File: src/rtl/cfx_pkg.sv
// Shared types and constants for the passthrough/render crossfader.
package cfx_pkg;

	localparam int SAMPLE_BITS = 24;
	localparam int FADE_W      = 12;

	localparam logic [FADE_W-1:0] FADE_MIN   = 12'd128;
	localparam logic [FADE_W-1:0] FADE_MAX   = 12'd2048;
	localparam logic [FADE_W-1:0] FADE_RESET = 12'd480;

	typedef struct packed {
		logic signed [SAMPLE_BITS-1:0] host_sample;
		logic signed [SAMPLE_BITS-1:0] render_sample;
		logic                          want_render;
		logic                          position_valid;
	} in_item_t;

	typedef struct packed {
		logic signed [SAMPLE_BITS-1:0] out_sample;
		logic                          in_fade;
		logic                          render_mode;
	} out_item_t;

	typedef enum logic [1:0] {
		ST_IDLE,
		ST_DIV,
		ST_MIX,
		ST_DONE
	} seq_state_t;

endpackage

File: src/rtl/cfx_div.sv
// Restoring divider producing floor(frame * 2^WEIGHT_BITS / length), one quotient bit a cycle.
module cfx_div #(
	parameter int WEIGHT_BITS = 16
) (
	input  logic                          clk,
	input  logic                          arst_n,
	input  logic                          start,
	input  logic [cfx_pkg::FADE_W-1:0]    dividend,
	input  logic [cfx_pkg::FADE_W-1:0]    divisor,
	output logic                          done,
	output logic [WEIGHT_BITS-1:0]        quotient
);

	localparam int RW = cfx_pkg::FADE_W + 1;
	localparam int CW = $clog2(WEIGHT_BITS + 1);

	logic [RW-1:0]          rem_q;
	logic [RW-1:0]          rem_sh;
	logic [RW-1:0]          div_ext;
	logic                   ge;
	logic [cfx_pkg::FADE_W-1:0] divisor_q;
	logic [WEIGHT_BITS-1:0] quot_q;
	logic [CW-1:0]          cnt_q;
	logic                   busy_q;
	logic                   done_q;

	// The remainder always stays below the divisor, so its top bit is free for the shift.
	always_comb begin
		rem_sh  = {rem_q[RW-2:0], 1'b0};
		div_ext = {1'b0, divisor_q};
		ge      = (rem_sh >= div_ext);
	end

	always_ff @(posedge clk or negedge arst_n) begin
		if (!arst_n) begin
			busy_q <= 1'b0;
			done_q <= 1'b0;
			cnt_q  <= '0;
		end else begin
			done_q <= 1'b0;
			if (start) begin
				busy_q <= 1'b1;
				cnt_q  <= CW'(WEIGHT_BITS);
			end else if (busy_q) begin
				cnt_q <= cnt_q - 1'b1;
				if (cnt_q == CW'(1)) begin
					busy_q <= 1'b0;
					done_q <= 1'b1;
				end
			end
		end
	end

	always_ff @(posedge clk) begin
		if (start) begin
			rem_q     <= {1'b0, dividend};
			divisor_q <= divisor;
			quot_q    <= '0;
		end else if (busy_q) begin
			rem_q  <= ge ? (rem_sh - div_ext) : rem_sh;
			quot_q <= {quot_q[WEIGHT_BITS-2:0], ge};
		end
	end

	assign done     = done_q;
	assign quotient = quot_q;

endmodule

File: src/rtl/cfx_mix.sv
// Two-stage mixer: one multiply, then round, shift and saturate.
module cfx_mix #(
	parameter int WEIGHT_BITS = 16
) (
	input  logic                                   clk,
	input  logic                                   arst_n,
	input  logic                                   start,
	input  logic signed [cfx_pkg::SAMPLE_BITS-1:0] host,
	input  logic signed [cfx_pkg::SAMPLE_BITS-1:0] rend,
	input  logic [WEIGHT_BITS:0]                   weight,
	output logic                                   done,
	output logic signed [cfx_pkg::SAMPLE_BITS-1:0] result
);

	localparam int SB = cfx_pkg::SAMPLE_BITS;
	localparam int DW = SB + 1;
	localparam int PW = DW + WEIGHT_BITS + 2;
	localparam int AW = PW + 1;
	localparam logic [AW-1:0] HALF = {{(AW-WEIGHT_BITS){1'b0}}, 1'b1, {(WEIGHT_BITS-1){1'b0}}};
	localparam logic [AW-1:0] SMAX = {{(AW-SB+1){1'b0}}, {(SB-1){1'b1}}};
	localparam logic [AW-1:0] SMIN = {{(AW-SB+1){1'b1}}, {(SB-1){1'b0}}};

	logic signed [DW-1:0]      diff;
	logic signed [WEIGHT_BITS+1:0] weight_s;
	logic signed [PW-1:0]      prod;
	logic signed [PW-1:0]      prod_s1;
	logic signed [SB-1:0]      host_s1;
	logic signed [AW-1:0]      acc;
	logic signed [AW-1:0]      shifted;
	logic signed [SB-1:0]      sat;
	logic signed [SB-1:0]      res_s2;
	logic                      v_s1;
	logic                      v_s2;

	// host*(1-r) + rend*r is formed as host*1 + (rend-host)*r to need one multiplier.
	always_comb begin
		diff     = {rend[SB-1], rend} - {host[SB-1], host};
		weight_s = {1'b0, weight};
		prod     = diff * weight_s;
	end

	always_comb begin
		acc = ($signed({{(AW-SB){host_s1[SB-1]}}, host_s1}) <<< WEIGHT_BITS)
			+ $signed({prod_s1[PW-1], prod_s1}) + $signed(HALF);
		shifted = acc >>> WEIGHT_BITS;
		if (shifted > $signed(SMAX)) begin
			sat = SMAX[SB-1:0];
		end else if (shifted < $signed(SMIN)) begin
			sat = SMIN[SB-1:0];
		end else begin
			sat = shifted[SB-1:0];
		end
	end

	always_ff @(posedge clk or negedge arst_n) begin
		if (!arst_n) begin
			v_s1 <= 1'b0;
			v_s2 <= 1'b0;
		end else begin
			v_s1 <= start;
			v_s2 <= v_s1;
		end
	end

	always_ff @(posedge clk) begin
		if (start) begin
			prod_s1 <= prod;
			host_s1 <= host;
		end
		if (v_s1) begin
			res_s2 <= sat;
		end
	end

	assign done   = v_s2;
	assign result = res_s2;

endmodule

File: src/rtl/passthrough_render_crossfader_core.sv
// Path: a sample outside a fade goes from result_q into the output register once it is free;
// inside a fade the divider produces one weight bit a cycle, then the two-stage mixer runs
// once before the result is loaded. One sample is taken at a time: the next sample runs
// while the last result waits in the output register, and a result held by out_stall
// stalls the input.
// Reset: asynchronous, active low; mode passthrough, no fade running, fade length 480.
module passthrough_render_crossfader_core #(
	parameter int WEIGHT_BITS = 16
) (
	input  logic                           clk,
	input  logic                           arst_n,
	input  logic                           cfg_wr_en,
	input  logic [cfx_pkg::FADE_W-1:0]     cfg_wr_data,
	input  logic                           in_valid,
	output logic                           in_stall,
	input  cfx_pkg::in_item_t              in_data,
	output logic                           out_valid,
	input  logic                           out_stall,
	output cfx_pkg::out_item_t             out_data
);

	localparam int FW = cfx_pkg::FADE_W;
	localparam int SB = cfx_pkg::SAMPLE_BITS;
	localparam logic [WEIGHT_BITS:0] ONE = {1'b1, {WEIGHT_BITS{1'b0}}};

	cfx_pkg::seq_state_t state_q, state_d;

	logic [FW-1:0]        fade_length_q;
	logic [FW-1:0]        cfg_clamped;
	logic                 mode_q;
	logic [FW-1:0]        fade_left_q;

	logic                 in_xfer;
	logic                 out_xfer;
	logic                 mode_n;
	logic [FW-1:0]        left_n;
	logic [FW-1:0]        left_upd;
	logic                 bypass;
	logic signed [SB-1:0] bypass_sample;
	logic [FW-1:0]        frame;
	logic                 last_frame;

	logic signed [SB-1:0] host_q;
	logic signed [SB-1:0] rend_q;
	logic                 last_q;
	logic signed [SB-1:0] result_q;
	logic                 fading_q;

	logic                 div_start;
	logic                 div_done;
	logic [WEIGHT_BITS-1:0] quot;
	logic [WEIGHT_BITS:0] w;
	logic [WEIGHT_BITS:0] r;
	logic                 mix_start;
	logic                 mix_done;
	logic signed [SB-1:0] mix_result;

	logic                 out_load;
	logic                 out_valid_q;
	cfx_pkg::out_item_t   out_q;

	assign in_xfer  = in_valid && !in_stall;
	assign out_xfer = out_valid_q && !out_stall;
	assign out_load = (state_q == cfx_pkg::ST_DONE) && (!out_valid_q || !out_stall);

	always_comb begin
		cfg_clamped = cfg_wr_data;
		if (cfg_wr_data < cfx_pkg::FADE_MIN) begin
			cfg_clamped = cfx_pkg::FADE_MIN;
		end else if (cfg_wr_data > cfx_pkg::FADE_MAX) begin
			cfg_clamped = cfx_pkg::FADE_MAX;
		end
	end

	// Decision for an incoming sample: a change of request flips the mode and restarts the fade.
	always_comb begin
		mode_n = mode_q;
		left_n = fade_left_q;
		if (in_data.want_render != mode_q) begin
			mode_n = in_data.want_render;
			left_n = fade_length_q;
		end
		bypass        = 1'b1;
		bypass_sample = mode_n ? in_data.render_sample : in_data.host_sample;
		left_upd      = left_n;
		frame         = '0;
		if (left_n == '0) begin
			bypass = 1'b1;
		end else if (!mode_n && !in_data.position_valid) begin
			// Fading out with no known position: drop straight to the host signal.
			left_upd      = '0;
			bypass_sample = in_data.host_sample;
		end else begin
			bypass   = 1'b0;
			left_upd = left_n - 1'b1;
			frame    = (left_n > fade_length_q) ? '0 : (fade_length_q - left_n);
		end
		last_frame = ({1'b0, frame} + 1'b1) == {1'b0, fade_length_q};
	end

	assign div_start = in_xfer && !bypass;

	always_comb begin
		w         = last_q ? ONE : {1'b0, quot};
		r         = mode_q ? w : (ONE - w);
		mix_start = (state_q == cfx_pkg::ST_DIV) && div_done;
	end

	always_comb begin
		state_d  = state_q;
		in_stall = 1'b1;
		case (state_q)
			cfx_pkg::ST_IDLE: begin
				in_stall = 1'b0;
				if (in_valid) begin
					state_d = bypass ? cfx_pkg::ST_DONE : cfx_pkg::ST_DIV;
				end
			end
			cfx_pkg::ST_DIV: begin
				if (div_done) begin
					state_d = cfx_pkg::ST_MIX;
				end
			end
			cfx_pkg::ST_MIX: begin
				if (mix_done) begin
					state_d = cfx_pkg::ST_DONE;
				end
			end
			cfx_pkg::ST_DONE: begin
				if (out_load) begin
					state_d = cfx_pkg::ST_IDLE;
				end
			end
			default: begin
				state_d = cfx_pkg::ST_IDLE;
			end
		endcase
	end

	always_ff @(posedge clk or negedge arst_n) begin
		if (!arst_n) begin
			state_q <= cfx_pkg::ST_IDLE;
		end else begin
			state_q <= state_d;
		end
	end

	always_ff @(posedge clk or negedge arst_n) begin
		if (!arst_n) begin
			fade_length_q <= cfx_pkg::FADE_RESET;
			mode_q        <= 1'b0;
			fade_left_q   <= '0;
			out_valid_q   <= 1'b0;
		end else begin
			if (cfg_wr_en) begin
				fade_length_q <= cfg_clamped;
			end
			if (in_xfer) begin
				mode_q      <= mode_n;
				fade_left_q <= left_upd;
			end
			if (out_load) begin
				out_valid_q <= 1'b1;
			end else if (out_xfer) begin
				out_valid_q <= 1'b0;
			end
		end
	end

	always_ff @(posedge clk) begin
		if (in_xfer) begin
			host_q   <= in_data.host_sample;
			rend_q   <= in_data.render_sample;
			last_q   <= last_frame;
			result_q <= bypass_sample;
			fading_q <= !bypass;
		end else if ((state_q == cfx_pkg::ST_MIX) && mix_done) begin
			result_q <= mix_result;
		end
		if (out_load) begin
			out_q.out_sample  <= result_q;
			out_q.in_fade     <= fading_q;
			out_q.render_mode <= mode_q;
		end
	end

	cfx_div #(
		.WEIGHT_BITS(WEIGHT_BITS)
	) u_div (
		.clk      (clk),
		.arst_n   (arst_n),
		.start    (div_start),
		.dividend (frame),
		.divisor  (fade_length_q),
		.done     (div_done),
		.quotient (quot)
	);

	cfx_mix #(
		.WEIGHT_BITS(WEIGHT_BITS)
	) u_mix (
		.clk    (clk),
		.arst_n (arst_n),
		.start  (mix_start),
		.host   (host_q),
		.rend   (rend_q),
		.weight (r),
		.done   (mix_done),
		.result (mix_result)
	);

	assign out_valid = out_valid_q;
	assign out_data  = out_q;

	a_div_done_in_div: assert property (@(posedge clk) disable iff (!arst_n)
		div_done |-> (state_q == cfx_pkg::ST_DIV))
		else $error("divider finished outside the divide step");

	a_mix_done_in_mix: assert property (@(posedge clk) disable iff (!arst_n)
		mix_done |-> (state_q == cfx_pkg::ST_MIX))
		else $error("mixer finished outside the mix step");

	a_len_range: assert property (@(posedge clk) disable iff (!arst_n)
		(fade_length_q >= cfx_pkg::FADE_MIN) && (fade_length_q <= cfx_pkg::FADE_MAX))
		else $error("fade length outside its range");

	a_busy_after_xfer: assert property (@(posedge clk) disable iff (!arst_n)
		in_xfer |=> (state_q != cfx_pkg::ST_IDLE))
		else $error("sequencer idle right after an input transfer");

endmodule

File: config.mk
export PLATFORM = sky130hd
export DESIGN_NAME = passthrough_render_crossfader_core
export DESIGN_NICKNAME = d
export VERILOG_FILES = /design/src/rtl/cfx_pkg.sv /design/src/rtl/cfx_div.sv /design/src/rtl/cfx_mix.sv /design/src/rtl/passthrough_render_crossfader_core.sv
export SDC_FILE = /design/constraint.sdc
export NUM_CORES = 1
export LEC_CHECK = 0
export BUFFER_PORTS_ARGS = -buffer_cell sky130_fd_sc_hd__buf_2
export CAP_MARGIN = 20
export CORE_MARGIN = 2
export CORE_UTILIZATION = 50
export CTS_CLUSTER_DIAMETER = 200
export DETAILED_ROUTE_END_ITERATION = 10
export PLACE_DENSITY_LB_ADDON = 0.15
export SLEW_MARGIN = 25
export SYNTH_ARGS = -nofsm -noshare
export SYNTH_HDL_FRONTEND = slang
export SYNTH_SLANG_ARGS = --single-unit
File: constraint.sdc
create_clock -name clk -period 12.43 [get_ports clk]
set_clock_uncertainty 0.05 [all_clocks]
set_input_delay 2.486 -clock clk [delete_from_list [all_inputs] [get_ports clk]]
set_output_delay 2.486 -clock clk [all_outputs]
set_load 0.1 [all_outputs]
### Word-level counts from Yosys, hierarchy flattened

Index checks and enable logic that the tools add are counted.
W data, S select, Z words.

* bits of input ports: 67
* word-level logic and storage cells: 108
* register bits: 268
* output and inout port bits: 28

* magnitude comparators: 6
* reduce and logical (&&, ||, !) cells: 19
* $add $sub $neg: 9
* mux-type cells: 39
* multiply operators: 1
* equality and inequality tests: 10

Operator list (count)
* $mux W24: 6
* $mux W12: 11
* $add A40 B43 Y44: 1
* $add A44 B17 Y44 const B: 1
* $mul A25 B18 Y43: 1
* $mux W17: 2
* $gt A28 B24 Y1 const B: 1
* $lt A28 B24 Y1 const B: 1
* $sub A24 B24 Y25: 1
* $sub A12 B12 Y12: 2
* $sub A17 B17 Y17 const A: 1
* $add A12 B1 Y13 const B: 1
* $eq A13 B12 Y1: 1
* $ge A13 B12 Y1: 1
* $gt A12 B12 Y1: 1
* $gt A12 B12 Y1 const B: 1
* $logic_not A12 Y1: 1
* $lt A12 B8 Y1 const B: 1
* $mux W1: 12
* $sub A12 B1 Y12 const B: 1
* $mux W2: 5
* $mux W5: 2
* $pmux W2 S4: 1
* $logic_and A1 B1 Y1: 7
* other kinds (12): 21

### Depth between registers and ports, before layout

Gate-level depths: netlist of the first run.

* word-level depth: 9
* gate-level depth with buffers: 35
* mapped depth without buffers: 35

### Hierarchy

From an unflattened synthesis of the first run, not the netlist that was laid out.

* cell total of the unflattened synthesis: 3008
* area total of the unflattened synthesis: 29306.9 µm²

By module, submodules not included
* cfx_mix: cells an instance 2119, times used 1, sequential area each 2332.2 µm², area an instance 19827.8 µm²
* passthrough_render_crossfader_core: cells an instance 656, times used 1, sequential area each 3708.6 µm², area an instance 6957.9 µm²
* cfx_div: cells an instance 233, times used 1, sequential area each 1216.2 µm², area an instance 2521.2 µm²

### Worst setup path before layout of the first run

OpenSTA, ideal clock, no wires.

* path type: register to register
* start point: register host_q[0]
* end point: register u_mix.prod_s1[42] (data pin)
* period minus slack after synthesis: 8.685 ns
* path buffers: 1
* setup time: 0.261 ns
* arrival: 8.374 ns
* path slack: 3.745 ns
* cell stages (with the launch flop): 32
* path through: edfxtp_1 > ha_1 > fa_1 > nor2b_1 > o21ai_1 > a21boi_1 > o221ai_1 > a221o_1 > o21ba_2 > a21oi_4 > a21oi_2 > a21o_1 > clkbuf_1 > nand2_1 > fa_1 > fa_1 > inv_1 > fa_1 > fa_1 > fa_1 > inv_1 > fa_1 > inv_1 > ha_1 > a211o_1 > a21o_1 > a31oi_1 > o211a_1 > o21bai_1 > a21oi_1 > o21ai_0 > xnor2_1

* word-level cells in the longest chain between the ends: 2

RTL lines
* start, declared: RTL line passthrough_render_crossfader_core.sv:43 `logic signed [SB-1:0] host_q;`
* start signal, assigned: RTL line passthrough_render_crossfader_core.sv:172 `host_q <= in_data.host_sample;`
* $sub A24 B24 Y25: RTL line cfx_mix.sv:37 `diff = {rend[SB-1], rend} - {host[SB-1], host};`
* $mul A25 B18 Y43: RTL line cfx_mix.sv:39 `prod = diff * weight_s;`
* named net u_mix.prod[42]: RTL line cfx_mix.sv:25 `logic signed [PW-1:0] prod;`
* end signal, assigned: RTL line cfx_mix.sv:67 `prod_s1 <= prod;`
* end, declared: RTL line cfx_mix.sv:26 `logic signed [PW-1:0] prod_s1;`

The timed path passes the listed nets, and every way through them passes these cells.
A chain may end at the register's enable or synchronous reset.

### Final worst setup path of the first run

* start point: register host_q[0]
* end point: register u_mix.prod_s1[41] (data pin)

Same word-level chain as after synthesis.

==> results of run 1 <==
## stage by stage
stage | setup WS, ns | util (%) | cell area [sq um]
floorplan | 3.745 | - | 28720
global placement | 2.986 | 53.29 | 30160
detailed placement | 2.780 | 53.36 | 30200
CTS | 2.735 | 55.00 | 31130
global route | 2.089 | 55.10 | 31190
finish | 2.687 | 55.10 | 31190
## Yosys cell counts, types with 7 or more instances
cell type,n
sky130_fd_sc_hd__dfrtp_1,33
sky130_fd_sc_hd__o21ai_1,29
sky130_fd_sc_hd__a21o_1,37
sky130_fd_sc_hd__nand3_1,32
sky130_fd_sc_hd__mux2i_1,56
sky130_fd_sc_hd__o211ai_1,8
sky130_fd_sc_hd__buf_2,9
sky130_fd_sc_hd__a21oi_1,88
sky130_fd_sc_hd__dfxtp_1,16
sky130_fd_sc_hd__nand2_1,322
sky130_fd_sc_hd__nor3_1,38
sky130_fd_sc_hd__o21bai_1,9
sky130_fd_sc_hd__a211o_1,7
sky130_fd_sc_hd__and3_1,8
sky130_fd_sc_hd__a31oi_1,14
sky130_fd_sc_hd__and2_1,14
sky130_fd_sc_hd__edfxtp_1,200
sky130_fd_sc_hd__nor2_1,291
sky130_fd_sc_hd__a211oi_1,12
sky130_fd_sc_hd__inv_1,586
sky130_fd_sc_hd__o31ai_1,11
sky130_fd_sc_hd__xor2_1,41
sky130_fd_sc_hd__xnor2_1,99
sky130_fd_sc_hd__or3_1,11
sky130_fd_sc_hd__fa_1,418
sky130_fd_sc_hd__nor2b_1,27
sky130_fd_sc_hd__nand4_1,11
sky130_fd_sc_hd__nand2b_1,39
sky130_fd_sc_hd__clkbuf_1,78
sky130_fd_sc_hd__or2_2,13
sky130_fd_sc_hd__ha_1,188
sky130_fd_sc_hd__o21a_1,16
sky130_fd_sc_hd__o22ai_1,8
sky130_fd_sc_hd__nor4_1,10
sky130_fd_sc_hd__o21ai_0,101
## worst max path at each step
| stage | to | cells past startpoint | slack, ns |
|---|---|---|---|
| CTS | u_mix.prod_s1[42] | 31 | 2.73 |
| global route | u_mix.prod_s1[42] | 31 | 2.09 |
| detailed placement | u_mix.prod_s1[42] | 31 | 2.78 |
| global placement | u_mix.prod_s1[40] | 31 | 2.99 |
| floorplan | u_mix.prod_s1[42] | 31 | 3.74 |
| finish | u_mix.prod_s1[41] | 31 | 2.69 |
## worst max-delay path: cells and delay by family (launching register included)
family	cells	cell delay, ns
adder cells (fa/ha/maj)	9	4.24
AO/OA/AOI/OAI	15	3.41
XOR/XNOR	2	0.91
flip-flops	1	0.40
AND/OR/NAND/NOR	2	0.32
buffers and inverters	3	0.16
## sequential cells by signal (all words and copies together), names as in the netlist, 2 cells and up
name,flops
out_data,26
u_div.rem_q,12
rend_q,24
u_div.quotient,16
result_q,24
u_mix.host_s1,24
state_q,2
host_q,24
u_mix.result,24
u_mix.prod_s1,28
fade_length_q,12
fade_left_q,12
u_div.cnt_q,5
u_div.divisor_q,12
## routing by layer
layer | routed length (um) | global-route usage, % | up-vias
li1 | - | - | 9649
met1 | 28560 | 30.50 | 10494
met2 | 37020 | 44.60 | 571
met3 | 3545 | 3.613 | 163
met4 | 3421 | 9.541 | 2
met5 | 12 | 0 | -
## cell usage in the layout, fill, tap and decap left out, types with 27 or more instances in the layout
cell type and n:
sky130_fd_sc_hd__a21o_1 37, sky130_fd_sc_hd__a21oi_1 87, sky130_fd_sc_hd__buf_2 94, sky130_fd_sc_hd__buf_4 47, sky130_fd_sc_hd__clkbuf_16 29, sky130_fd_sc_hd__dfrtp_1 31, sky130_fd_sc_hd__edfxtp_1 200, sky130_fd_sc_hd__fa_1 418
sky130_fd_sc_hd__ha_1 188, sky130_fd_sc_hd__inv_1 585, sky130_fd_sc_hd__mux2i_1 56, sky130_fd_sc_hd__nand2_1 320, sky130_fd_sc_hd__nand2b_1 39, sky130_fd_sc_hd__nand3_1 32, sky130_fd_sc_hd__nor2_1 289, sky130_fd_sc_hd__nor2b_1 27
sky130_fd_sc_hd__nor3_1 38, sky130_fd_sc_hd__o21ai_0 101, sky130_fd_sc_hd__o21ai_1 29, sky130_fd_sc_hd__xnor2_1 95, sky130_fd_sc_hd__xor2_1 38
## layout make-up
class	instances	area, sq um
well taps	756	945.9
clock inverters	19	167.7
clock buffers	33	760.7
multi-input cells	2051	18990
fillers	5058	25410
inverters	589	2215
repair buffers	142	850.8
flip-flops and latches	253	7259
## kinds of logic after synthesis
group | Yosys count | share of synthesized area (%)
compound gates | 403 | 9.162
xor+xnor | 142 | 4.382
fa+ha+maj | 606 | 37.33
buf+inv | 682 | 8.991
flops | 253 | 25.27
mux | 58 | 2.030
simple gates | 842 | 12.84
==> results.toml, run 1 <==
[critical_path]
cp-start-kind = "flop"
worstPathRequired_ns = 12.69
crit-reg2reg-launch = "host_q[0]"
critical_path_arrival_ns = 10.00
slowest_delay_ns = 0.75
reg2regPathDepth = 31
worst-setup-path-type = "flop to flop"
rr_endpoint = "u_mix.prod_s1[41]"
timing.critical_path.fanout_max = 9
timing.critical_path.from = "host_q[0]"
path_common_cell = "sky130_fd_sc_hd__fa_1"
r2r_slack_ns = 2.69
cp-end-kind = "flop"
cp_slowest_cell = "sky130_fd_sc_hd__xor2_1"

[place]
detailed_place_hpwl_mm = 58.77
placed_instances = 3790
placement.io_buffers = 94
place_congestion = 0.9593

[routing]
drtAntennaViolNets = 0
wire_per_inst_um = 18.88
postRouteWirelength_mm = 72.57
drc_errors = 0
dr.first_iter.drc_count = 1275
number_of_detailed_routing_iterations_run_before_antenna_repair = 5
num_vias = 20879
routed_via_density = 5.433

[grt]
via_count_of_the_first_global_routing_pass = 22014
first_pass_grt_wire_length_mm = 116.8
groute.usage.overall_pct = 24.98
grt-ovfl-total = 0
pin_count_of_the_biggest_net_entering_global_routing = 72
antenna_found_initial = 1

[cts]
cts_sinks = 253
post_cts.resized_instances = 0
tritoncts_clock_tree = "built"
worstSkewPairLatency_ns = 0.57
post_cts.repair.setup_buffers = 0
cts_hold_buf = 0
clk_root_buffer_cell = "sky130_fd_sc_hd__clkbuf_16"
clock_transition_at_the_registers_of_the_reported_paths_ns = 0.06
cts_buffer_depth = 3
htreeDepth = 1
numCtsBuffers = 28

[synthesis]
yosys.area.top_type_share_pct = 29.14
top_area_cells_in_the_synthesized_netlist = "sky130_fd_sc_hd__fa_1, sky130_fd_sc_hd__edfxtp_1, sky130_fd_sc_hd__ha_1, sky130_fd_sc_hd__inv_1, sky130_fd_sc_hd__nand2_1"
fraction_of_synthesis_flops_using_an_asynchronous_set_or_reset_pin_pct = 14.62
synth_top_area_cell = "sky130_fd_sc_hd__fa_1"
synth-edff-count = 200
synthesis.area_per_instance_sq_um = 9.619
synthesis.instances = 2986
synth_cell_types = 93
postSynthNetCount = 3659
ys_seq_elements = 253
syn_warnings = 0
seq_area_frac_synth_pct = 25.27
synth_ff_type = "sky130_fd_sc_hd__edfxtp_1"
synth.cell_area_sq_um = 28720

[min_path]
hold_class = "flop to flop"
worst_hold_startpoint = "result_q[16]"
cell_count_of_the_worst_hold_path = 0
holdPathEnd = "out_data[18]"

[timing]
timing.final.max_slew_violations = 0
timing.final.hold_violations = 0
max_slew.worst_pin.slew_ns = 1.048
unrepaired_setup_endpoints_after_global_routing = "no"
setup_violations = 0
final.period_utilization_pct = 78.38
hold_ws_ns = 0.3688
min_period_ns = 9.743
slew_headroom_pct = 30.14
fmax_ghz = 0.1026
tns_ns = 0

[final_layout]
antennaDiodeCount = 0
post_route_cells_drive_above_1_share_pct = 8.098
nNetsFinal = 3738
final_std_cells_w_o_fill = 3843
syn_to_final_growth_pct = 8.600

[die]
design.core.area_sq_um = 56600
dieArea_sq_um = 59380
die_y_um = 243.7
row_count = 87
design.portCount = 95
floorplan.die.width_um = 243.7
initial_core_util_pct = 50.74

[status]
status = "complete, no violations"

[run]
max_cap_viol_count = 0
Power of run 1 is not shown: default switching activity piles up to over one toggle a cycle in this logic, so the estimate is an artifact.
==> run 2, diff against run 1 <==
Clock period 12.43 ns to 8.12 ns, I/O delays scaled along.
==> results.toml, run 2 (synthesized netlist as in run 1, its figures left out) <==
[grt]
grt_util_met2_pct = 48.09
antenna_found_initial = 0
pin_count_of_the_biggest_net_entering_global_routing = 73
groute.usage.overall_pct = 27.07
globalRoute.busiestLayer = "met2"
use_met1_pct = 34.26
grt-ovfl-total = 0
grt_util_met3_pct = 3.040
first_pass_grt_wire_length_mm = 125.9
via_count_of_the_first_global_routing_pass = 23338

[timing]
unrepaired_setup_endpoints_after_global_routing = "yes"
timing.final.hold_violations = 0
fmax_ghz = 0.1197
setup_violations = 15
final.period_utilization_pct = 102.9
layout_setup_ws_ns = -0.2354
timing.final.max_slew_violations = 0
min_period_ns = 8.355
slew_headroom_pct = 23.78
tns_ns = -1.651
max_slew.worst_pin.slew_ns = 1.135

[die]
row_count = 87
die_y_um = 243.7
design.core.area_sq_um = 56600
dieArea_sq_um = 59380
floorplan.die.width_um = 243.7
initial_core_util_pct = 50.74
design.portCount = 95

[final_layout]
largest-register = "u_mix.prod_s1"
antennaDiodeCount = 0
nNetsFinal = 3986
final_std_cells_w_o_fill = 4092
largest_reg_flops = 28
post_route_cells_drive_above_1_share_pct = 19.60
n_fill_cell = 4842
sequential_cell_area_sq_um = 7258
final_cell_mix = "sky130_fd_sc_hd__inv_1, sky130_fd_sc_hd__fa_1, sky130_fd_sc_hd__nand2_1, sky130_fd_sc_hd__nor2_1, sky130_fd_sc_hd__buf_4"
syn_to_final_growth_pct = 18.55
final_common_cell = "sky130_fd_sc_hd__inv_1"
multiInputGateArea_sq_um = 19840
postLayoutCoreUtil_pct = 60.15

[cts]
numCtsBuffers = 29
tritoncts_clock_tree = "built"
cts_sinks = 253
worstSkewPairLatency_ns = 0.56
htreeDepth = 1
clk_root_buffer_cell = "sky130_fd_sc_hd__clkbuf_16"
cts_buffer_depth = 3
clock_transition_at_the_registers_of_the_reported_paths_ns = 0.06
cts_hold_buf = 0

[critical_path]
cp-start-kind = "flop"
slowest_delay_ns = 0.56
crit-reg2reg-launch = "host_q[0]"
r2r_slack_ns = -0.24
worst-setup-path-type = "flop to flop"
rr_endpoint = "u_mix.prod_s1[42]"
worstPathRequired_ns = 8.36
cp_slowest_cell = "sky130_fd_sc_hd__fa_1"
path_common_cell = "sky130_fd_sc_hd__fa_1"
reg2regPathDepth = 35
critical_path_arrival_ns = 8.59
timing.critical_path.fanout_max = 4
cp-end-kind = "flop"

[min_path]
worst_hold_startpoint = "result_q[5]"
holdPathEnd = "out_data[7]"
hold_class = "flop to flop"
cell_count_of_the_worst_hold_path = 0

[routing]
drtAntennaViolNets = 0
wire_per_inst_um = 19.37
postRouteWirelength_mm = 79.25
dr.first_iter.drc_count = 1399
num_vias = 21945
routed_via_density = 5.363
number_of_detailed_routing_iterations_run_before_antenna_repair = 6
drc_errors = 0

[place]
detailed_place_hpwl_mm = 64.58
place_congestion = 0.9847
placement.io_buffers = 94
preCtsSetupSlack_ns = -0.5602
placed_instances = 3974

[status]
status = "complete, but fails checks"
violations = "setup timing"

[run]
max_cap_viol_count = 0
[run 2: cell types whose count changed in the layout (fill, tap and decap cells not counted), sizes merged]
cell	previous run	this run
clkinv	14	17
buf	142	389
clkinvlp	3	4
clkbuf	33	31
[run 2: final cells by class]
| cell class | count | share of cell area (%) |
|---|---|---|
| multi-input combinational | 2051 | 58.27 |
| inverter | 589 | 6.519 |
| timing repair buffer | 389 | 8.415 |
| tap | 756 | 2.778 |
| clock buffer | 31 | 2.153 |
| sequential | 253 | 21.32 |
| clock inverter | 23 | 0.5439 |
[run 2: worst max-delay path by stage]
stage                              to  startpoint  cells past startpoint
floorplan           u_mix.prod_s1[40]   host_q[0]                     30
global placement    u_mix.prod_s1[42]   host_q[1]                     33
detailed placement  u_mix.prod_s1[42]   host_q[1]                     33
CTS                 u_mix.prod_s1[42]   host_q[1]                     35
global route        u_mix.prod_s1[40]   host_q[0]                     37
finish              u_mix.prod_s1[42]   host_q[0]                     35
[run 2: repair_timing]
| item | in CTS | in global routing |
|---|---|---|
| gates cloned | 1 | 0 |
| endpoints found under the setup margin | 22 | 25 |
| pin swaps | 74 | 145 |
| buffers inserted | 31 | 38 |
| gates resized for setup | 101 | 116 |
[run 2: routing by layer]
| metal | wire (um) | vias up |
|---|---|---|
| li1 | - | 10152 |
| met1 | 31890 | 10990 |
| met2 | 40390 | 648 |
| met3 | 4133 | 155 |
| met4 | 2830 | 0 |
| met5 | 0 | - |
[run 2: critical path, delay by kind of cell, from the launching register on]
kind            cells  cell delay (ns)
simple gates        2             0.26
xor+xnor            2             0.35
fa+ha+maj           9             3.75
flops               1             0.42
buf+inv             6             0.56
compound gates     16             2.70
[run 2: stage by stage]
stage | hold slack (ns) | cell area, sq um
floorplan | 0.3503 | 28910
global placement | 0.3548 | 31760
detailed placement | 0.3545 | 31760
CTS | 0.3684 | 33280
global route | 0.3757 | 34050
finish | 0.3670 | 34050
Power of run 2 is left out for the same reason.
==> run 3, diff against run 2 <==
Settings changed: CELL_PAD_IN_SITES_DETAIL_PLACEMENT from default to 1, CELL_PAD_IN_SITES_GLOBAL_PLACEMENT from default to 2, CORE_UTILIZATION 50 to 38.
==> results.toml, run 3 (synthesized netlist as in run 1, its figures left out) <==
[timing]
timing.final.hold_violations = 0
timing.final.max_slew_violations = 0
layout_setup_ws_ns = -0.09636
slew_headroom_pct = 35.42
unrepaired_setup_endpoints_after_global_routing = "yes"
min_period_ns = 8.216
fmax_ghz = 0.1217
final.period_utilization_pct = 101.2
setup_violations = 6
max_slew.worst_pin.slew_ns = 0.9536

[critical_path]
cp-start-kind = "flop"
rr_endpoint = "u_mix.prod_s1[40]"
worst-setup-path-type = "flop to flop"
critical_path_arrival_ns = 8.52
crit-reg2reg-launch = "host_q[0]"
timing.critical_path.fanout_max = 8
worstPathBufferInverterCount = 7
cp_slowest_cell = "sky130_fd_sc_hd__fa_1"
worst_path_dominant_cell_family = "adder cells"
worstPathRequired_ns = 8.42
path_common_cell = "sky130_fd_sc_hd__fa_1"
reg2regPathDepth = 34
cp-end-kind = "flop"
slowest_delay_ns = 0.54
r2r_slack_ns = -0.1

[cts]
clock_transition_at_the_registers_of_the_reported_paths_ns = 0.06
tritoncts_clock_tree = "built"
clk_root_buffer_cell = "sky130_fd_sc_hd__clkbuf_16"
cts_hold_buf = 0
cts_sinks = 253
cts_buffer_depth = 3
htreeDepth = 1
worstSkewPairLatency_ns = 0.60
numCtsBuffers = 31

[status]
violations = "setup timing"
status = "complete, but fails checks"

[min_path]
holdPathEnd = "out_data[21]"
cell_count_of_the_worst_hold_path = 0
worst_hold_startpoint = "result_q[19]"
hold_class = "flop to flop"

[routing]
number_of_detailed_routing_iterations_run_before_antenna_repair = 5
postRouteWirelength_mm = 88.52
drc_errors = 0
drtAntennaViolNets = 0
dr.first_iter.drc_count = 931
wire_per_inst_um = 20.55
num_vias = 21794
routed_via_density = 5.059

[die]
die_y_um = 278.9
design.portCount = 95
dieArea_sq_um = 77800
initial_core_util_pct = 38.45
row_count = 100
floorplan.die.width_um = 278.9
design.core.area_sq_um = 74700

[run]
max_cap_viol_count = 0

[grt]
pin_count_of_the_biggest_net_entering_global_routing = 73
via_count_of_the_first_global_routing_pass = 24759
first_pass_grt_wire_length_mm = 140.4
grt-ovfl-total = 0
antenna_found_initial = 2
groute.usage.overall_pct = 23.27

[final_layout]
largest_reg_flops = 28
postLayoutCoreUtil_pct = 46.05
finish.instance_area_sq_um = 34390
nNetsFinal = 3988
final_common_cell = "sky130_fd_sc_hd__inv_1"
post_route_cells_drive_above_1_share_pct = 18.66
antennaDiodeCount = 0
final_cell_mix = "sky130_fd_sc_hd__inv_1, sky130_fd_sc_hd__fa_1, sky130_fd_sc_hd__nand2_1, sky130_fd_sc_hd__nor2_1, sky130_fd_sc_hd__buf_4"
syn_to_final_growth_pct = 19.75
largest-register = "u_mix.prod_s1"

[place]
placement.io_buffers = 94
placement.cell_area_sq_um = 32390
detailed_place_hpwl_mm = 72.95
place_congestion = 0.8714
-- run 3: changes by cell type in the layout (fill, tap and decap cells not counted), moves of 7 or more --
cell / change
sky130_fd_sc_hd__buf_12: +10
sky130_fd_sc_hd__buf_6: -14
sky130_fd_sc_hd__inv_1: +19
sky130_fd_sc_hd__inv_2: -20
sky130_fd_sc_hd__nor2_1: +7
sky130_fd_sc_hd__nor2_4: -8
-- run 3: worst register-to-register path, delay by kind of cell, from the launching register on --
| kind | cells | cell delay, ns |
|---|---|---|
| XOR/XNOR | 2 | 0.25 |
| buffers and inverters | 7 | 0.73 |
| flip-flops | 1 | 0.40 |
| adder cells (fa/ha/maj) | 9 | 3.89 |
| AND/OR/NAND/NOR | 5 | 0.75 |
| AO/OA/AOI/OAI | 11 | 1.93 |
-- run 3: routing by layer --
layer  part of all wire [%]  track usage (%)
met1                     41            28.66
met2                     53            43.24
met3                    2.9            2.376
met4                    3.1            6.079
met5                  0.025                0
-- run 3: cell type report --
type                            instances  area, sq um
Timing Repair Buffer                  389         2940
Fill cell                            8430        40300
Sequential cell                       253         7259
Tap cell                              969         1212
Multi-Input combinational cell       2051        19750
Inverter                              589         2222
Clock inverter                         19        195.2
Clock buffer                           38        812.0
-- run 3: how the worst max path moves through the flow --
stage	slack (ns)	from	cells after the start	to
2_1_floorplan	-0.02	host_q[0]	30	u_mix.prod_s1[40]
3_3_place_gp	-0.44	host_q[1]	34	u_mix.prod_s1[42]
6_report	-0.1	host_q[0]	34	u_mix.prod_s1[40]
3_5_place_dp	-0.66	host_q[0]	32	u_mix.prod_s1[40]
4_1_cts	-0.11	host_q[0]	32	u_mix.prod_s1[40]
5_1_grt	-0.47	host_q[0]	32	u_mix.prod_s1[42]
-- run 3: what timing repair did --
action | CTS | global route
gates resized for setup | 80 | 74
pin swaps | 88 | 35
setup buffers | 23 | 13
setup endpoints to repair | 23 | 25
hold endpoints to repair | 0 | 0
-- run 3: metrics by stage --
stage	hold WS [ns]	instances	setup TNS, ns	setup WS [ns]
after floorplan	0.3503	2986	-0.02984	-0.01891
after CTS	0.3705	4296	-0.4693	-0.1090
after global routing	0.3751	4308	-5.864	-0.4702
after detailed placement	0.3563	4216	-7.932	-0.6637
final	0.3689	4308	-0.3047	-0.09636
after global placement	0.3586	4215	-3.974	-0.4419
Power of run 3 is left out for the same reason.
